[config.mk]
export PLATFORM = sky130hd
export DESIGN_NAME = tpih_seq
export DESIGN_NICKNAME = d
export VERILOG_FILES = /design/src/rtl/tpih_pkg.sv /design/src/rtl/tpih_seq.sv
export SDC_FILE = /design/constraint.sdc
export NUM_CORES = 1
export LEC_CHECK = 0
export ABC_AREA = 0
export BUFFER_PORTS_ARGS = -buffer_cell sky130_fd_sc_hd__buf_2
export CORE_UTILIZATION = 44
export CTS_CLUSTER_DIAMETER = 60
export DETAILED_ROUTE_END_ITERATION = 10
export PLACE_DENSITY_LB_ADDON = 0.3
export SLEW_MARGIN = 25
export SYNTH_ARGS = -nofsm -noshare
export SYNTH_HDL_FRONTEND = slang
export SYNTH_SLANG_ARGS = --single-unit
[constraint.sdc]
create_clock -name clock -period 4.5 [get_ports clock]
set_input_delay 0.675 -clock clock [delete_from_list [all_inputs] [get_ports clock]]
set_output_delay 0.675 -clock clock [all_outputs]
set_load 0.02 [all_outputs]
[src/rtl/tpih_pkg.sv]
`timescale 1ns / 1ps
// ----------------------------------------------------------------------------
// tpih_pkg: shared types and constants
// Sizes, sequencer states and inter-module structs of the trace peak
// integral histogram core.
// ----------------------------------------------------------------------------
package tpih_pkg;

   // histogram geometry
   localparam int NUM_BINS = 512;
   localparam int BIN_W    = $clog2(NUM_BINS);
   localparam int CNT_W    = $clog2(NUM_BINS + 1);

   // field widths
   localparam int SAMPLE_W = 12;
   localparam int PEAK_W   = SAMPLE_W + 1;
   localparam int READ_W   = 9;
   localparam int COUNT_W  = 32;

   // running peak reset: most negative 13-bit value
   localparam logic signed [PEAK_W-1:0] PEAK_RESET = {1'b1, {(PEAK_W-1){1'b0}}};

   // input kind codes
   localparam logic KIND_SAMPLE = 1'b0;
   localparam logic KIND_READ   = 1'b1;

   typedef enum logic [2:0] {
      ST_CLEAR,
      ST_IDLE,
      ST_WALK_RD,
      ST_WALK_WR,
      ST_READ
   } state_type;

   // histogram memory access
   typedef struct packed {
      logic               rd_en;
      logic [BIN_W-1:0]   rd_addr;
      logic               wr_en;
      logic [BIN_W-1:0]   wr_addr;
      logic [COUNT_W-1:0] wr_data;
   } mem_cmd_type;

   // end-of-trace request from the peak tracker
   typedef struct packed {
      logic             start;
      logic [CNT_W-1:0] top;
   } walk_req_type;

endpackage

[src/rtl/tpih_seq.sv]
`timescale 1ns / 1ps
// ----------------------------------------------------------------------------
// tpih_seq: histogram sequencer
// Clears the memory after reset, walks the bins below a trace peak through
// one saturating incrementer, serves bin reads and holds the
// response register.
// ----------------------------------------------------------------------------
module tpih_seq (
   input  logic                         clock,
   input  logic                         reset,
   input  logic                         req_valid,
   input  logic                         req_kind,
   input  logic [tpih_pkg::READ_W-1:0]  req_read_bin,
   output logic                         req_stall,
   input  tpih_pkg::walk_req_type       walk_req,
   output tpih_pkg::mem_cmd_type        mem_cmd,
   input  logic [tpih_pkg::COUNT_W-1:0] rd_data,
   output logic                         rsp_valid,
   input  logic                         rsp_stall,
   output logic [tpih_pkg::COUNT_W-1:0] rsp_bin_count,
   output logic [tpih_pkg::READ_W-1:0]  rsp_bin_read
);
   import tpih_pkg::*;

   state_type          state_ff, state_in;
   logic [BIN_W-1:0]   idx_ff, idx_in;
   logic [CNT_W-1:0]   top_ff, top_in;
   logic [READ_W-1:0]  rd_bin_ff, rd_bin_in;
   logic               rd_hit_ff, rd_hit_in;
   logic               rsp_valid_ff, rsp_valid_in;
   logic [COUNT_W-1:0] rsp_count_ff, rsp_count_in;
   logic [READ_W-1:0]  rsp_bin_ff, rsp_bin_in;
   logic               req_accept;
   logic               bin_hit;
   logic [COUNT_W-1:0] count_inc;

   assign req_stall  = (state_ff != ST_IDLE) || (req_kind == KIND_READ && rsp_valid_ff);
   assign req_accept = req_valid && !req_stall;
   assign bin_hit    = 32'(req_read_bin) < 32'(NUM_BINS);

   // saturating incrementer for walk writes
   assign count_inc = (rd_data == '1) ? rd_data : rd_data + COUNT_W'(1);

   // next state, memory commands and response load
   always_comb begin
      state_in        = state_ff;
      idx_in          = idx_ff;
      top_in          = top_ff;
      rd_bin_in       = rd_bin_ff;
      rd_hit_in       = rd_hit_ff;
      rsp_valid_in    = rsp_valid_ff && rsp_stall;
      rsp_count_in    = rsp_count_ff;
      rsp_bin_in      = rsp_bin_ff;
      mem_cmd.rd_en   = 1'b0;
      mem_cmd.rd_addr = idx_ff;
      mem_cmd.wr_en   = 1'b0;
      mem_cmd.wr_addr = idx_ff;
      mem_cmd.wr_data = count_inc;
      case (state_ff)
         ST_CLEAR: begin
            mem_cmd.wr_en   = 1'b1;
            mem_cmd.wr_data = '0;
            idx_in          = idx_ff + BIN_W'(1);
            if (idx_ff == BIN_W'(NUM_BINS - 1)) begin
               idx_in   = '0;
               state_in = ST_IDLE;
            end
         end
         ST_IDLE: begin
            if (req_accept && req_kind == KIND_READ) begin
               mem_cmd.rd_en   = bin_hit;
               mem_cmd.rd_addr = BIN_W'(req_read_bin);
               rd_bin_in       = req_read_bin;
               rd_hit_in       = bin_hit;
               state_in        = ST_READ;
            end else if (req_accept && walk_req.start) begin
               top_in   = walk_req.top;
               idx_in   = '0;
               state_in = ST_WALK_RD;
            end
         end
         ST_WALK_RD: begin
            mem_cmd.rd_en = 1'b1;
            state_in      = ST_WALK_WR;
         end
         ST_WALK_WR: begin
            mem_cmd.wr_en = 1'b1;
            if (CNT_W'(idx_ff) + CNT_W'(1) == top_ff) begin
               idx_in   = '0;
               state_in = ST_IDLE;
            end else begin
               idx_in   = idx_ff + BIN_W'(1);
               state_in = ST_WALK_RD;
            end
         end
         ST_READ: begin
            rsp_valid_in = 1'b1;
            rsp_count_in = rd_hit_ff ? rd_data : '0;
            rsp_bin_in   = rd_bin_ff;
            state_in     = ST_IDLE;
         end
         default: begin
            state_in = ST_CLEAR;
            idx_in   = '0;
         end
      endcase
   end

   // control registers
   always_ff @(posedge clock) begin
      if (reset) begin
         state_ff     <= ST_CLEAR;
         idx_ff       <= '0;
         rsp_valid_ff <= 1'b0;
      end else begin
         state_ff     <= state_in;
         idx_ff       <= idx_in;
         rsp_valid_ff <= rsp_valid_in;
      end
   end

   // payload registers
   always_ff @(posedge clock) begin
      top_ff       <= top_in;
      rd_bin_ff    <= rd_bin_in;
      rd_hit_ff    <= rd_hit_in;
      rsp_count_ff <= rsp_count_in;
      rsp_bin_ff   <= rsp_bin_in;
   end

   assign rsp_valid     = rsp_valid_ff;
   assign rsp_bin_count = rsp_count_ff;
   assign rsp_bin_read  = rsp_bin_ff;

`ifndef SYNTHESIS
   // transactions are taken only by an idle sequencer
   a_accept_idle: assert property (@(posedge clock) disable iff (reset)
      req_accept |-> state_ff == ST_IDLE)
      else $error("tpih_seq: transaction accepted while busy");

   // every bin write of a walk follows its read
   a_walk_order: assert property (@(posedge clock) disable iff (reset)
      state_ff == ST_WALK_WR |-> $past(state_ff) == ST_WALK_RD)
      else $error("tpih_seq: walk write without read");

   // walk stays below the capped peak
   a_walk_bound: assert property (@(posedge clock) disable iff (reset)
      state_ff == ST_WALK_RD |-> CNT_W'(idx_ff) < top_ff)
      else $error("tpih_seq: walk past capped peak");

   // a bin read never overwrites a pending response
   a_read_free: assert property (@(posedge clock) disable iff (reset)
      state_ff == ST_READ |-> !rsp_valid_ff)
      else $error("tpih_seq: response register busy on read");
`endif

endmodule

* Word level (Yosys, flattened, before mapping)
Index checks and enable logic that the tools add are counted. Widths: inputs -> output; s select.
Storage, ports and cells: bits in registers 73, bits of input ports 57, output and inout port bits 95, word-level logic and storage cells 55
Operators by class: add/sub/neg operators 3, equal/unequal tests 12, mux-type cells 17, bitwise gates (word level) 2, reductions and logical operators 14
Operator list (count):
- $mux 32 | 2
- $mux 9 | 5
- $pmux 9 s4 | 1
- $add 32x1->32 const B | 1
- $eq 32x32->1 const B | 1
- $pmux 3 s5 | 1
- $add 9x1->10 const B | 1
- $eq 10x10->1 | 1
- $mux 10 | 1
- $add 9x1->9 const B | 1
- $eq 9x9->1 const B | 1
- $mux 3 | 3
- $eq 3x2->1 const B | 2
- $ne 2x2->1 const B | 3
- $reduce_and 3->1 | 2
- $logic_and 1x1->1 | 5
- $reduce_and 2->1 | 2
- $reduce_or 2->1 | 2
- $eq 3x1->1 const B | 1
- $eq 3x3->1 const B | 1
- $logic_not 3->1 | 1
- $ne 3x1->1 const B | 1
- $ne 3x3->1 const B | 1
- $mux 1 | 2
- other kinds (5) | 6

* Depth between registers and ports, before layout
word-level depth 8, depth in mapped cells 10

* Least setup slack after synthesis
OpenSTA, ideal clock, no wires.
kind reg2reg, from reg state_ff[1], to reg idx_ff[8], setup time 91 ps, data arrival time 4561 ps, required time 4409 ps, path slack -152 ps, stages on the path, launching flop included 7, buffers on the path 1, path through dfxtp_1 -> clkbuf_1 -> nor3b_1 -> a2111o_2 -> and2_1 -> nor2_1 -> a311oi_1
Between the ends: cells in the longest elaborated chain, start to end 7
Ends and longest elaborated chain:
- start: declaration | line tpih_seq.sv:25 | state_type state_ff, state_in;
- start signal: assignment | line tpih_seq.sv:116 | state_ff <= state_in;
- $ne 3x1->1 | line tpih_seq.sv:37 | assign req_stall = (state_ff != ST_IDLE) || (req_kind == KIND_READ && rsp_valid_ff);
- $logic_or 1x1->1 | line tpih_seq.sv:37
- $logic_not 1->1 | line tpih_seq.sv:38 | assign req_accept = req_valid && !req_stall;
- $logic_and 1x1->1 | line tpih_seq.sv:38
- $logic_and 1x1->1 (on tied branches) | line tpih_seq.sv:76, tpih_seq.sv:70
- $ne 2x2->1 (no source line)
- $reduce_and 3->1 (no source line)
- end signal: assignment | line tpih_seq.sv:117 | idx_ff <= idx_in;
- end: declaration | line tpih_seq.sv:26 | logic [BIN_W-1:0] idx_ff, idx_in;
Parallel ways exist; a longest one is shown, timed or not. A chain may end at the register's enable or synchronous reset.

==> impl_metrics.json <==
{
  "grt_pass1_wl_mm": 14.50,
  "fin_ws_ps": 1002,
  "multi_input_area_um2": 1640,
  "drt_iter0_markers": 173,
  "io_pins": 152,
  "antenna_cells": 0,
  "p_leak_uw": 0.001984,
  "syn-cell-area_um2": 3789,
  "rsz0062_at_grt": "false",
  "ys_types": 52,
  "ys.flop_type": "edfxtp_1",
  "viasPerCell": 5.484,
  "crit_start": "rd_data[24]",
  "cp_slowest_cell": "o21ai_1",
  "first_global_vias": 3059,
  "worst-endpoint-required_ps": 3830,
  "reg2reg_from": "idx_ff[0]",
  "start_kind": "input pin",
  "hold_violations": 0,
  "avgRoutedWirePerCell_um": 15.31,
  "layout_commonest_cell": "buf_2",
  "firstDrtPassIters": 4,
  "core_um2": 8258,
  "slowest_delay_ps": 560,
  "numClockSinks": 73,
  "crit_fanout": 12,
  "cap_violations": 0,
  "cts_root_buffer": "clkbuf_8",
  "setup_viol": 0,
  "cts_buffers": 9,
  "drt_wl_total_mm": 9.490,
  "max_freq_mhz": 285.9,
  "fp.dieW_um": 94.79,
  "ctsResizeCount": 0,
  "grt_max_degree": 43,
  "clk_latency_ps": 350,
  "gp_congestion": 0.8301,
  "port-buffer-count": 151,
  "die-area_um2": 8985,
  "crit_chain": "buf_2 > nand4_1 > nor4_1 > nand2_1 > o21ai_1 > or4_1 > nand2_1 > buf_2",
  "dpl.hpwl_mm": 7.081,
  "area_delta_synth_final_pct": 28.57,
  "yosysSeqAreaShare_pct": 54.43,
  "worstSetupPathType": "in -> out",
  "postCtsSetupBuffers": 0,
  "synth_top_area_cell": "edfxtp_1",
  "arrival_ps": 2820,
  "yosys-top-cells-area": "edfxtp_1, dfxtp_1, xor2_1",
  "avgSynthCellArea_um2": 10.70,
  "final_layout_size_suffix_gt1_share_pct": 36.31,
  "r2r_slack_ps": 1370,
  "drcViolationCount": 0,
  "post-place-ws_ps": 1041,
  "syn_nets": 414,
  "synth_edf_count": 60,
  "antenna_found_initial": 0,
  "cts_tree": "built",
  "h-tree-depth": 3,
  "yosysWarnings": 0,
  "row_count": 33,
  "num_vias": 3400,
  "start_util_pct": 45.88,
  "cts.reportedPaths.clkPinSlew_ps": 90,
  "fin_skew_ps": 8.304,
  "yosysTopAreaCellShare_pct": 47.56,
  "ctsHoldBuffers": 0,
  "layout_common_cells": "buf_2, edfxtp_1, nor2_1",
  "final_nets": 570,
  "worstMarginPinSlew_ps": 804.8,
  "postRouteAntennaNets": 0,
  "synthArstFlopShare_pct": 0,
  "worstHoldStart": "rd_bin_ff[6]",
  "p_per_area_nw_per_um2": 270.3,
  "num-fill-cells": 757,
  "hold_path_class": "reg -> reg",
  "seqCellArea_um2": 2062,
  "min_period_ps": 3498,
  "fp.dieH_um": 94.79,
  "slew_headroom_pct": 46.17,
  "maxSlewViolCount": 0,
  "clock_path_buffers": 2,
  "min_period_over_period_pct": 77.73,
  "grt_overflow": 0,
  "synth.ff_latch_count": 73,
  "setup_tns_ps": 0,
  "track_usage_pct": 20.87,
  "irDropWorstVdd_mv": 0.1911,
  "synthCells": 354,
  "end_kind": "primary output",
  "status": "finished, final reports clean"
}
==> critical path: cells and delay by family <==
family	cells	cell delay [ps]
AND/OR/NAND/NOR	5	1290
AO/OA/AOI/OAI	1	560
buffers and inverters	2	290
==> worst paths after layout <==
kind                                        end  cells after the start
worst max-delay path                mem_cmd[10]                      8
worst min-delay path            rsp_bin_read[6]                      0
worst max register to register        idx_ff[4]                      9
worst min register to register  rsp_bin_read[6]                      0
==> cells in the mapped netlist (all sizes together), types with 2 or more instances <==
cell type / number
inv: 14
and4: 5
nand2: 30
dfxtp: 13
clkbuf: 7
nor2b: 2
o32ai: 2
xnor2: 10
nor2: 40
nor3: 13
nand3: 20
nand4: 12
xor2: 21
a21oi: 7
and3: 6
o2111ai: 4
o21ai: 14
and2: 2
nand2b: 2
mux2: 3
nor3b: 3
a21o: 2
a31oi: 3
o211ai: 11
or4: 7
ha: 3
nor4: 5
o31ai: 6
edfxtp: 60
nand3b: 2
mux2i: 2
or3: 6
buf: 5
==> sequential cells by signal (all words and copies together), names as in the netlist <==
signal	cells
rsp_bin_count	32
top_ff	10
rd_bin_ff	9
rsp_valid	1
state_ff	3
idx_ff	9
rsp_bin_read	9
==> power breakdown <==
group,switching [uW],internal (uW)
clock network,281,210
logic,54.1,37.6
registers,4.63,729
total,340,977
==> cells by family after synthesis <==
group           synth area share (%)
compound gates                 11.00
xor+xnor                       7.166
fa+ha+maj                     0.9909
buf+inv                        2.708
flops                          54.43
mux                            1.420
simple gates                   22.29
==> cell type report <==
type	instances	area share, %
flip-flops and latches	73	42.33
multi-input cells	255	33.68
repair buffers	157	16.44
well taps	105	2.697
clock buffers	9	2.543
clock inverters	7	1.233
inverters	14	1.079
==> stage by stage <==
step           cells  power, uW  cell area [um^2]  util [%]  hold WS (ps)
6_report         620       1317              4871     58.98         414.3
3_3_place_gp     604      837.9              4687     56.76         402.4
3_5_place_dp     604      840.8              4687     56.76         404.5
2_1_floorplan    354      786.4              3794         -         400.3
4_1_cts          620       1331              4871     58.98         418.2
5_1_grt          620       1366              4871     58.98         431.1
==> per-layer routing <==
metal / up-vias / GRT usage, % / wire length [um]
met5: - / 0 / 0
met4: 0 / 8.207 / 101
met3: 14 / 3.623 / 559
met2: 122 / 35.61 / 4732
met1: 1609 / 26.19 / 4097
li1: 1655 / - / -
No activity file was read; power rests on OpenSTA's default activity.
