===== src/rtl/tpih_pkg.sv =====
`timescale 1ns / 1ps
// ----------------------------------------------------------------------------
// tpih_pkg: shared types and constants
// Sizes, sequencer states and inter-module structs of the trace peak
// integral histogram core.
// ----------------------------------------------------------------------------
package tpih_pkg;

   // histogram geometry
   localparam int NUM_BINS = 512;
   localparam int BIN_W    = $clog2(NUM_BINS);
   localparam int CNT_W    = $clog2(NUM_BINS + 1);

   // field widths
   localparam int SAMPLE_W = 12;
   localparam int PEAK_W   = SAMPLE_W + 1;
   localparam int READ_W   = 9;
   localparam int COUNT_W  = 32;

   // running peak reset: most negative 13-bit value
   localparam logic signed [PEAK_W-1:0] PEAK_RESET = {1'b1, {(PEAK_W-1){1'b0}}};

   // input kind codes
   localparam logic KIND_SAMPLE = 1'b0;
   localparam logic KIND_READ   = 1'b1;

   typedef enum logic [2:0] {
      ST_CLEAR,
      ST_IDLE,
      ST_WALK_RD,
      ST_WALK_WR,
      ST_READ
   } state_type;

   // histogram memory access
   typedef struct packed {
      logic               rd_en;
      logic [BIN_W-1:0]   rd_addr;
      logic               wr_en;
      logic [BIN_W-1:0]   wr_addr;
      logic [COUNT_W-1:0] wr_data;
   } mem_cmd_type;

   // end-of-trace request from the peak tracker
   typedef struct packed {
      logic             start;
      logic [CNT_W-1:0] top;
   } walk_req_type;

endpackage


===== src/rtl/tpih_peak.sv =====
`timescale 1ns / 1ps
// ----------------------------------------------------------------------------
// tpih_peak: baseline subtraction and running peak
// Tracks the peak of the current trace and, on its last sample, requests a
// histogram walk over the bins below the capped peak.
// ----------------------------------------------------------------------------
module tpih_peak (
   input  logic                          clock,
   input  logic                          reset,
   input  logic                          sample_accept,
   input  logic [tpih_pkg::SAMPLE_W-1:0] sample_value,
   input  logic [tpih_pkg::SAMPLE_W-1:0] trace_baseline,
   input  logic                          last_sample,
   input  logic                          trace_triggered,
   input  logic                          use_trigger_gate,
   output tpih_pkg::walk_req_type        walk_req
);
   import tpih_pkg::*;

   logic signed [PEAK_W-1:0] peak_ff;
   logic signed [PEAK_W-1:0] peak_in;
   logic signed [PEAK_W-1:0] diff;
   logic signed [PEAK_W-1:0] new_peak;
   logic                     counted;

   // difference and peak compare
   always_comb begin
      diff     = $signed({1'b0, sample_value}) - $signed({1'b0, trace_baseline});
      new_peak = (diff > peak_ff) ? diff : peak_ff;
      counted  = !use_trigger_gate || trace_triggered;
   end

   // walk request with the peak capped at the bin count
   always_comb begin
      walk_req.start = sample_accept && last_sample && counted && (new_peak > 0);
      if (int'(new_peak) > NUM_BINS) begin
         walk_req.top = CNT_W'(NUM_BINS);
      end else if (new_peak > 0) begin
         walk_req.top = CNT_W'(new_peak);
      end else begin
         walk_req.top = '0;
      end
   end

   // next peak: restart after the last sample of a trace
   always_comb begin
      peak_in = peak_ff;
      if (sample_accept) begin
         peak_in = last_sample ? PEAK_RESET : new_peak;
      end
   end

   always_ff @(posedge clock) begin
      if (reset) begin
         peak_ff <= PEAK_RESET;
      end else begin
         peak_ff <= peak_in;
      end
   end

endmodule


===== config.mk =====
export PLATFORM = sky130hd
export DESIGN_NAME = tpih_peak
export DESIGN_NICKNAME = d
export VERILOG_FILES = /design/src/rtl/tpih_pkg.sv /design/src/rtl/tpih_peak.sv
export SDC_FILE = /design/constraint.sdc
export NUM_CORES = 1
export LEC_CHECK = 0
export BUFFER_PORTS_ARGS = -buffer_cell sky130_fd_sc_hd__clkbuf_2
export CORE_ASPECT_RATIO = 0.75
export CORE_MARGIN = 3
export CORE_UTILIZATION = 42
export DETAILED_ROUTE_END_ITERATION = 12
export PLACE_DENSITY = 0.78
export RECOVER_POWER = 100
export SKIP_LAST_GASP = 1
export SLEW_MARGIN = 30
export SYNTH_ARGS = -nofsm -noshare
export SYNTH_HDL_FRONTEND = slang
export SYNTH_SLANG_ARGS = --single-unit

===== constraint.sdc =====
create_clock -name clock -period 5.67 [get_ports clock]
set_input_delay 1.134 -clock clock [delete_from_list [all_inputs] [get_ports clock]]
set_output_delay 1.134 -clock clock [all_outputs]
set_load 0.01 [all_outputs]

Word-level counts from Yosys, hierarchy flattened --
Cells that the tools add are included.
Word-level totals: flip-flop bits (word level) 13, bits of input ports 30, output and inout bits 11, word-level logic and storage cells 14
Cells by class: $add $sub $neg 1, $lt $le $gt $ge 3, muxes and demuxes 4, reductions and logical operators 5
Operators by type and width (count):
- $mux W13 | 2
- $mux W10 | 2
- $gt A13 B1 Y1 const B | 1
- $gt A13 B11 Y1 const B | 1
- $gt A13 B13 Y1 | 1
- $sub A12 B12 Y13 | 1
- $logic_and A1 B1 Y1 | 3
- $logic_not A1 Y1 | 1
- $logic_or A1 B1 Y1 | 1

Logic depth before layout (Yosys ltp) --
Gate-level depths: netlist of run 1.
depth in word-level cells 6, mapped depth 19, gate-level depth less buffers 17

Worst setup path after synthesis of run 1 --
OpenSTA, ideal clock, no wires.
kind input to output, from in sample_value[0] in the netlist's numbering, to out walk_req[1] in the netlist's numbering, arrival time 4629 ps, slack -93 ps, stages on the path 17, cells stage by stage inv_1 ha_1 fa_1 nand2b_1 a211oi_2 o21a_2 a21oi_1 xnor2_1 ha_1 nand4_1 nor2_1 o31ai_1 o211ai_1 mux2_4 mux2_4 xnor2_2 a2111oi_4
RTL lines:
- from (decl) | RTL line tpih_peak.sv:11 | input logic [tpih_pkg::SAMPLE_W-1:0] sample_value,
- to (decl) | RTL line tpih_peak.sv:16 | output tpih_pkg::walk_req_type walk_req

==> results of run 1 <==
[layout make-up]
| type | count | area share |
|---|---|---|
| Timing Repair Buffer | 87 | 0.228 |
| Sequential cell | 13 | 0.0980 |
| Clock buffer | 4 | 0.0170 |
| Inverter | 33 | 0.0495 |
| Multi-Input combinational cell | 174 | 0.583 |
| Tap cell | 52 | 0.0245 |
[timing repair]
action | CTS | global route
resized for setup | 8 | 10
buffers inserted | 9 | 2
pin swaps | 20 | 5
setup endpoints to repair | 11 | 11
[cells by family after synthesis]
kind of cell | count (synthesis) | synth area share
simple gates | 75 | 0.219
compound gates | 54 | 0.239
buf+inv | 38 | 0.0858
fa+ha+maj | 26 | 0.187
flops | 13 | 0.146
mux | 11 | 0.0745
xor+xnor | 8 | 0.0478
[metal layers]
metal  share of wire  vias to the layer above
li1                -                      977
met1            0.43                      890
met2            0.45                       85
met3           0.095                        8
met4           0.016                        0
met5               0                        -
[worst max-delay path, delay by kind of cell]
family                   cells  cell delay [ns]
XOR/XNOR                     1             0.18
AO/OA/AOI/OAI                7             1.28
buffers and inverters        3             0.29
multiplexers                 2             0.74
adder cells (fa/ha/maj)      3             0.73
AND/OR/NAND/NOR              3             0.44
[worst max path at each step]
stage	from	end	slack, ns	depth (start not counted)
detailed placement	sample_value[0]	walk_req[1]	-0.40	17
global placement	sample_value[0]	walk_req[1]	-0.26	19
finish	sample_value[0]	walk_req[1]	-0.25	19
global route	sample_value[0]	walk_req[0]	-0.45	21
floorplan	sample_value[0]	walk_req[1]	-0.02	18
CTS	sample_value[0]	walk_req[1]	-0.31	20
[cells in the final DEF (no fill, tap or decap), drive strengths merged, types with 2 or more instances in the layout]
cell type  count
a31oi          2
nand4          4
buf           53
nand2          7
ha            25
nand2b         4
nor3          13
and3           2
dfxtp         13
a21oi         17
a22oi         12
o31ai          2
mux2i          9
clkbuf        38
o21a           3
inv           33
mux2           2
a211oi         2
nor2          30
nand3          4
xnor2          6
a21o           2
o41ai          2
o211ai         2
nor3b          3
nor4           3
xor2           2
[power by group]
part	switching [mW]	internal [mW]
sequential	0.00639	0.0981
clock	0.0355	0.0497
combinational	0.268	0.272
[metrics by stage]
stage | TNS, ns | util | hold slack (ns)
floorplan | -0.0244 | - | 0.465
CTS | -2.15 | 0.679 | 0.502
global route | -4.35 | 0.690 | 0.524
detailed placement | -3.98 | 0.634 | 0.485
global placement | -2.21 | 0.634 | 0.482
finish | -2.34 | 0.690 | 0.501
==> metrics.md, run 1 <==
| Metric | Value |
|---|---|
| Overall Power | 0.730 mW |
| Max reg flops | 13 |
| CP arrival | 4.79 ns |
| Hold crit path type | flip-flop to flip-flop |
| Drt pass-1 iters | 5 |
| Syn Inst Count | 225 |
| Io pins | 41 |
| Clock Root Buffer | clkbuf_8 |
| # hold bufs at CTS | 0 |
| Chip Width | 81.2 microns |
| Biggest register | peak_ff |
| Top cells by area, synth | ha_1, dfxtp_1, inv_1, nor2_1, a22oi_1 |
| Worst-Skew Late Latency | 0.24 ns |
| Row cnt | 19 |
| Final Hold Fails | 0 |
| Final worst setup slack | -0.251 ns |
| Hold Crit Start | peak_ff[10] |
| Clock net sink count | 13 |
| WP data required | 4.54 ns |
| First-pass GRT wire length | 8440 microns |
| Grt ovf | 0 |
| Flops & latches, synth | 13 |
| Minimum clock period | 5.92 ns |
| Core region area | 3850 sq um |
| Routed WL | 5260 microns |
| R2R Setup Slk | 2.93 ns |
| Initial antenna violation count | 0 |
| Die Ht | 62.4 microns |
| Detail Route Antenna Nets | 0 |
| Violated checks | setup timing |
| DP Worst Slack | -0.399 ns |
| Worst setup EP type | primary output |
| Hold endpoint | peak_ff[10] |
| Period utilization | 1.04 |
| EDFF count, synth | 0 |
| Count leader, synth | inv_1 |
| CP cell instances | buf_8 > inv_8 > ha_4 > fa_2 > nand2b_4 > a211oi_4 > o21a_2 > a21oi_4 > o21a_4 > ha_4 > nand4_1 > nor2_1 > o31ai_1 > o211ai_1 > mux2_4 > mux2_4 > xnor2_4 > a2111oi_4 > buf_2 |
| Final nets | 368 |
| Fill cells | 311 |
| Worst vdd ir | 0.000187 V |
| Async SR Flop Fraction | 0 |
| Worst Setup Path Type | input port to primary output |
| Least-Margin Pin Slew | 0.405 ns |
| Global placer's final weighted congestion | 0.962 |
| Starting DRT DRC Count | 114 |
| Share of cells above drive strength 1 | 0.402 |
| Placed cell area | 2440 sq um |
| Slowest cell on crit path | mux2_4 |
| Synth cell count leaders | inv_1, nor2_1, ha_1 |
| Vias in the first global route | 1849 |
| Clock buffer count from CTS | 3 |
| Busiest grt layer | met2 |
| Top-area cell type share of the netlist area | 0.176 |
| M3 GR Usage | 0.0405 |
| Reg2reg end | peak_ff[8] |
| CTS tree | built |
| Register area share after synthesis | 0.146 |
| Die area | 5060 sq um |
| Worst-path fanout max | 6 |
| PortBufs | 40 |
| FF/Latch Area | 260 sq um |
| Worst-path clk slew | 0.06 ns |
| Slew margin rel. | 0.728 |
| Critical R2R Launch | peak_ff[3] |
| # DRC | 0 |
| Routed len/inst | 14.5 microns |
| Hold depth | 2 |
| Clock Skews | 0.00358 ns |
| Post-synth net total | 281 |
| Final non-filler cell total | 363 |
| Multi-input gate area | 1550 sq um |
| FMAX | 0.169 GHz |
| Area growth syn-to-layout | 49.3% |
| DR vias | 1960 |
| Clk buf depth | 2 |
| Final Setup Violations | 11 |
| Status | complete, but fails checks |
| Pin count of the biggest net entering global routing | 14 |
| GR Layer Usage met2 | 0.337 |
| Final Cell Area | 2660 sq um |
| Initial Util | 0.462 |
| Unique masters post-synth | 55 |
| Slew Viols, Final | 0 |
| Met1 Usage GRT | 0.284 |
| Placed cells | 348 |
| Cell Area, Synth | 1780 sq um |
| Antenna Cells | 0 |
| CP startpoint kind | input port |
| H-tree levels | 1 |
| RSZ-0062 raised after global routing | true |
| Syn_area_per_cell | 7.91 sq um |
| Reg2Reg Depth | 11 |
| Biggest regs | peak_ff (13) |
| PD cells | 275 nW/um^2 |
| Vias/cell | 5.40 |
| Worst path max stage delay | 0.39 ns |
| Largest area contributor in the netlist | ha_1 |
| GRT Overall Usage | 0.211 |
| Warnings from Yosys | 0 |
| Synth Flop Type | dfxtp_1 |
| Leak | 1.26 nW |
| HPWL Detailed | 4060 microns |
| Number of max-cap violations | 0 |
Note: power is estimated with default switching activity, not from simulation.
==> run 2, diff against run 1 <==
Settings changed: CORE_ASPECT_RATIO 0.75 to 0.5.
==> metrics.md, run 2 (same netlist as run 1, synthesis figures left out) <==
| Metric | Value |
|---|---|
| Final worst setup slack | -0.268 ns (-0.0172 ns) |
| Worst Setup SP | trace_baseline[2] |
| Pin count of the biggest net entering global routing | 14 (unchanged) |
| FMAX | 0.168 GHz (-0.29%) |
| Reg power frac | 0.150 (+0.007) |
| PortBufs | 40 (unchanged) |
| Slew Viols, Final | 0 (unchanged) |
| P_int | 0.402 mW (-4.3%) |
| Worst hold slack | 0.522 ns (+0.0206 ns) |
| Clock share of power | 0.113 (-0.004) |
| GRT Overall Usage | 0.198 (-0.0127) |
| Routed WL | 5510 microns (+4.6%) |
| CTS tree | built |
| CP arrival | 4.80 ns (about the same) |
| Die area | 5100 sq um (+0.78%) |
| Vias/cell | 5.50 (+1.9%) |
| Crit path capture | walk_req[1] |
| Vias in the first global route | 1838 (-0.59%) |
| Number of max-cap violations | 0 (unchanged) |
| Worst-path clk slew | 0.05 ns (about the same) |
| Hold crit path type | flip-flop to flip-flop |
| Starting DRT DRC Count | 88 (-23%) |
| Worst-path fanout max | 8 (+2) |
| Share of cells above drive strength 1 | 0.399 (-0.00324) |
| Period utilization | 1.05 (+0.00303) |
| Placed cells | 340 (-2.3%) |
| Core region area | 3980 sq um (+3.4%) |
| Minimum clock period | 5.94 ns (+0.0172 ns) |
| Row cnt | 16 (-3) |
| Hold Crit Start | peak_ff[10] |
| First-pass GRT wire length | 8230 microns (-2.5%) |
| Initial antenna violation count | 0 (unchanged) |
| Reg2reg end | peak_ff[5] |
| Initial Util | 0.447 (-0.0154) |
| Violated checks | setup timing |
| WP data required | 4.54 ns (about the same) |
| Most common cell after layout, fill and taps aside | buf_4 |
| Area growth syn-to-layout | 45.5% |
| Slew margin rel. | 0.484 (-0.244) |
| Worst Setup Path Type | input port to primary output |
| Critical R2R Launch | peak_ff[3] |
| Global placer's final weighted congestion | 0.945 (-1.8%) |
| Final non-filler cell total | 360 (-0.83%) |
| Die Ht | 52.0 microns (-17%) |
| Max reg flops | 13 (unchanged) |
| Final TNS setup | -2.15 ns (+0.187 ns) |
| Biggest regs | peak_ff (13) |
| Routed len/inst | 15.3 microns (+5.5%) |
| Final nets | 363 (-1.4%) |
| DR vias | 1980 (+1.0%) |
| Sw Pwr | 0.303 mW (-2.3%) |
| Sw Share | 0.430 (+0.00484) |
| HPWL Detailed | 3990 microns (-1.6%) |
| Io pins | 41 (unchanged) |
| H-tree levels | 1 (unchanged) |
| Comb power frac | 0.738 (-0.002) |
| Detail Route Antenna Nets | 0 (unchanged) |
| Commonest non-fill, non-tap cells in the layout | buf_4, clkbuf_2, inv_1, nor2_1, ha_1 |
| RSZ-0062 raised after global routing | true |
| Status | complete, but fails checks |
| Clock Skews | 0.000325 ns (-0.00325 ns) |
| Worst-Skew Late Latency | 0.24 ns (about the same) |
| Clock net sink count | 13 (unchanged) |
| Worst vdd ir | 0.000185 V (-0.82%) |
| Least-Margin Pin Slew | 0.771 ns (+0.366 ns) |
| # DRC | 0 (unchanged) |
| Grt ovf | 0 (unchanged) |
| Worst setup EP type | primary output |
| Leak | 1.21 nW (-3.7%) |
| Overall Power | 0.704 mW (-3.4%) |
| Clock buffer count from CTS | 3 (unchanged) |
| Hold depth | 2 (unchanged) |
| Chip Width | 98.0 microns (+21%) |
| Antenna Cells | 0 (unchanged) |
| Final Hold Fails | 0 (unchanged) |
| Clock Root Buffer | clkbuf_8 |
| CP startpoint kind | input port |
| Reg2Reg Depth | 13 (+2) |
| R2R Setup Slk | 2.32 ns (-0.61 ns) |
| Clk buf depth | 2 (unchanged) |
| Fin util | 0.650 (-0.0399) |
| Biggest register | peak_ff |
| Final Setup Violations | 11 (unchanged) |
| Drt pass-1 iters | 4 (-1) |
| PD cells | 272 nW/um^2 (-0.92%) |
==> run 2: per-stage QoR <==
stage | worst slack, ns | cell area [sq um]
3_5_place_dp | -0.331 | 2360
3_3_place_gp | -0.230 | 2360
2_1_floorplan | -0.0170 | 1930
5_1_grt | -0.387 | 2590
4_1_cts | -0.193 | 2480
6_report | -0.268 | 2590
==> run 2: metal layers <==
layer | routed length [microns] | track usage | up-vias
met2 | 2420 | 0.319 | 81
met1 | 2660 | 0.270 | 919
met5 | 0 | 0 | -
met4 | 93 | 0.0667 | 0
li1 | - | - | 970
met3 | 333 | 0.0335 | 10
==> run 2: worst min path at each step <==
| stage | slack (ns) | endpoint |
|---|---|---|
| floorplan | 0.47 | peak_ff[10] |
| global placement | 0.48 | peak_ff[11] |
| detailed placement | 0.50 | peak_ff[10] |
| CTS | 0.51 | peak_ff[10] |
| global route | 0.57 | peak_ff[10] |
| finish | 0.52 | peak_ff[10] |
==> run 2: timing repair <==
item                       CTS  global route
hold buffers                 0             0
buffers inserted             8             8
pin swaps                   18             1
gates resized for setup      3            16
setup endpoints to repair   11            11
==> run 2: power groups by stage <==
stage	combinational, mW	clock, mW	sequential, mW
floorplan	0.294	0	0.104
global placement	0.391	0	0.106
detailed placement	0.405	0	0.106
CTS	0.455	0.0798	0.104
global route	0.554	0.0874	0.106
finish	0.520	0.0794	0.105
==> run 2: layout make-up <==
cell class              instances  area [sq um]
clock buffers                   4          45.0
fillers                       302          1400
inverters                      33           131
multi-input cells             174          1530
flip-flops and latches         13           260
well taps                      54          67.6
repair buffers                 82           551
==> run 2: worst max-delay path, cell delays in order <==
cell	delay (ns)
clkbuf_2	0.07
inv_1	0.04
ha_1	0.36
nor2_1	0.09
a211o_1	0.33
a21oi_4	0.20
o211ai_1	0.20
ha_1	0.38
nand4_1	0.19
nor2_1	0.19
o31ai_2	0.09
o211ai_1	0.12
mux2_4	0.38
buf_4	0.17
nor4_4	0.18
a41oi_4	0.13
a2111oi_4	0.36
buf_2	0.19
==> run 3, diff against run 2 <==
Settings changed: PLACE_DENSITY 0.78 to 0.76.
Clock period 5.67 ns to 6 ns, I/O delays scaled along.
==> metrics.md, run 3 (same netlist as run 1, synthesis figures left out) <==
| Metric | Value |
|---|---|
| Reg power frac | 0.163 (+0.013) |
| Status | complete, but fails checks |
| Initial Util | 0.447 (unchanged) |
| Worst-Skew Late Latency | 0.25 ns (about the same) |
| Io pins | 41 (unchanged) |
| Fill cells | 305 (+0.99%) |
| Sw Share | 0.440 (+0.0107) |
| Clock buffer count from CTS | 3 (unchanged) |
| Drt pass-1 iters | 5 (+1) |
| Worst path max stage delay | 0.37 ns (about the same) |
| GRT Overall Usage | 0.195 (-0.00311) |
| Starting DRT DRC Count | 129 (+47%) |
| CP dominant cell by count | buf_4 |
| Final Setup Violations | 8 (-3) |
| Clock share of power | 0.136 (+0.023) |
| Final Hold Fails | 0 (unchanged) |
| Vias in the first global route | 1815 (-1.3%) |
| Worst-path fanout max | 8 (unchanged) |
| Biggest regs | peak_ff (13) |
| Biggest register | peak_ff |
| GR Layer Usage met2 | 0.327 (+0.00788) |
| Top delay family on crit path | simple AND/OR/NAND/NOR gates |
| # DRC | 0 (unchanged) |
| Clock Root Buffer | clkbuf_8 |
| PortBufs | 40 (unchanged) |
| Max reg flops | 13 (unchanged) |
| Worst Setup Path Type | input port to primary output |
| RSZ-0062 raised after global routing | true |
| Share of cells above drive strength 1 | 0.349 (-0.0494) |
| Routed len/inst | 15.4 microns (+0.95%) |
| Worst setup EP type | primary output |
| H-tree levels | 1 (unchanged) |
| Period utilization | 1.02 |
| Row cnt | 16 (unchanged) |
| Clk buf depth | 2 (unchanged) |
| DR vias | 1942 (-1.9%) |
| Most common cell after layout, fill and taps aside | inv_1 |
| CP startpoint kind | input port |
| CP arrival | 4.92 ns (+0.12 ns) |
| Grt ovf | 0 (unchanged) |
| Final TNS setup | -0.531 ns (+1.62 ns) |
| Worst-path clk slew | 0.06 ns (about the same) |
| Die area | 5100 sq um (unchanged) |
| Sw Pwr | 0.268 mW (-11%) |
| Final worst setup slack | -0.118 ns (+0.151 ns) |
| M3 GR Usage | 0.0442 (+0.0107) |
| Clock Skews | 0.00301 ns (+0.00268 ns) |
| Vias/cell | 5.61 (+2.0%) |
| Slew Viols, Final | 0 (unchanged) |
| CTS tree | built |
| Number of max-cap violations | 0 (unchanged) |
| Slew margin rel. | 0.423 (-0.0606) |
| Global placer's final weighted congestion | 0.886 (-6.2%) |
| Chip Width | 98.0 microns (unchanged) |
| Die Ht | 52.0 microns (unchanged) |
| Clock net sink count | 13 (unchanged) |
| Core region area | 3980 sq um (unchanged) |
| HPWL Detailed | 3760 microns (-5.9%) |
| P_int | 0.341 mW (-15%) |
| Comb power frac | 0.701 (-0.037) |
| Slowest cell on crit path | fa_2 |
| Hold crit path type | flip-flop to flip-flop |
| PD cells | 251 nW/um^2 (-7.6%) |
| Pin count of the biggest net entering global routing | 14 (unchanged) |
| Worst vdd ir | 0.000105 V (-43%) |
| Fin util | 0.608 (-0.0415) |
| Met1 Usage GRT | 0.252 (-0.0179) |
| Leak | 1.13 nW (-6.9%) |
| Overall Power | 0.609 mW (-13%) |
| Busiest grt layer | met2 |
| Initial antenna violation count | 0 (unchanged) |
| WP buf/inv | 6 (+2) |
| Least-Margin Pin Slew | 0.862 ns (+0.0906 ns) |
| Antenna Cells | 0 (unchanged) |
| Final nets | 349 (-3.9%) |
| First-pass GRT wire length | 8140 microns (-1.1%) |
| Area growth syn-to-layout | 36.2% |
| Violated checks | setup timing |
| Routed WL | 5340 microns (-3.0%) |
| CP cell instances | buf_6 > inv_4 > ha_4 > fa_2 > nand2b_4 > a211oi_2 > buf_4 > o41ai_2 > xnor2_1 > ha_1 > nand4_1 > nor2_2 > o31ai_2 > o211ai_1 > mux2_4 > buf_8 > nor4_4 > a41oi_4 > buf_4 > nor3_2 > clkbuf_2 |
| WP data required | 4.80 ns (+0.26 ns) |
| Commonest non-fill, non-tap cells in the layout | inv_1, clkbuf_2, nor2_1, buf_4, ha_1 |
| # hold bufs at CTS | 0 (unchanged) |
| Minimum clock period | 6.12 ns |
| FMAX | 0.163 GHz |
| Detail Route Antenna Nets | 0 (unchanged) |
-- run 3: through the flow --
step                      instance area [sq um]  cells  hold WS (ns)  setup slack (ns)
after floorplan                            1780    225         0.465             0.105
after global placement                     2160    333         0.485            -0.275
after detailed placement                   2160    333         0.497            -0.297
after CTS                                  2340    341         0.511           -0.0645
after global routing                       2420    346         0.535            -0.317
final                                      2420    346         0.512            -0.118
-- run 3: power by group through the flow --
stage,combinational [mW],clock [mW],sequential (mW)
final,0.427,0.0828,0.0995
after detailed placement,0.342,0,0.100
after global routing,0.460,0.0878,0.100
after floorplan,0.240,0,0.0984
after CTS,0.388,0.0831,0.0983
after global placement,0.330,0,0.0999
-- run 3: area by class of cell --
cell class,count,area [sq um],area share
clock buffers,4,45.0,0.0186
well taps,54,67.6,0.0279
flip-flops and latches,13,260,0.107
multi-input cells,174,1480,0.611
repair buffers,68,444,0.183
inverters,33,126,0.0521
-- run 3: timing repair --
| item | in CTS | in global routing |
|---|---|---|
| resized for setup | 19 | 17 |
| endpoints found under the setup margin | 11 | 11 |
| pin swaps | 14 | 7 |
| setup buffers | 4 | 5 |
-- run 3: worst paths after layout --
kind	start	endpoint	slack, ns	cells after the start
worst max register to register	peak_ff[3]	peak_ff[3]	2.67	12
worst min register to register	peak_ff[10]	peak_ff[10]	0.51	2
worst max-delay path	sample_value[0]	walk_req[6]	-0.12	21
worst min-delay path	peak_ff[10]	peak_ff[10]	0.51	2
-- run 3: routing by layer --
layer / vias up / routed length [microns]
met2: 95 / 2460
li1: 941 / -
met5: - / 0
met3: 10 / 451
met4: 0 / 87
met1: 896 / 2340
-- run 3: worst register-to-register path: cells and delay by family, from the launching register on --
| kind | cells | cell delay (ns) |
|---|---|---|
| adder cells (fa/ha/maj) | 1 | 0.33 |
| AO/OA/AOI/OAI | 5 | 0.94 |
| AND/OR/NAND/NOR | 2 | 0.83 |
| multiplexers | 1 | 0.37 |
| flip-flops | 1 | 0.42 |
| buffers and inverters | 3 | 0.36 |
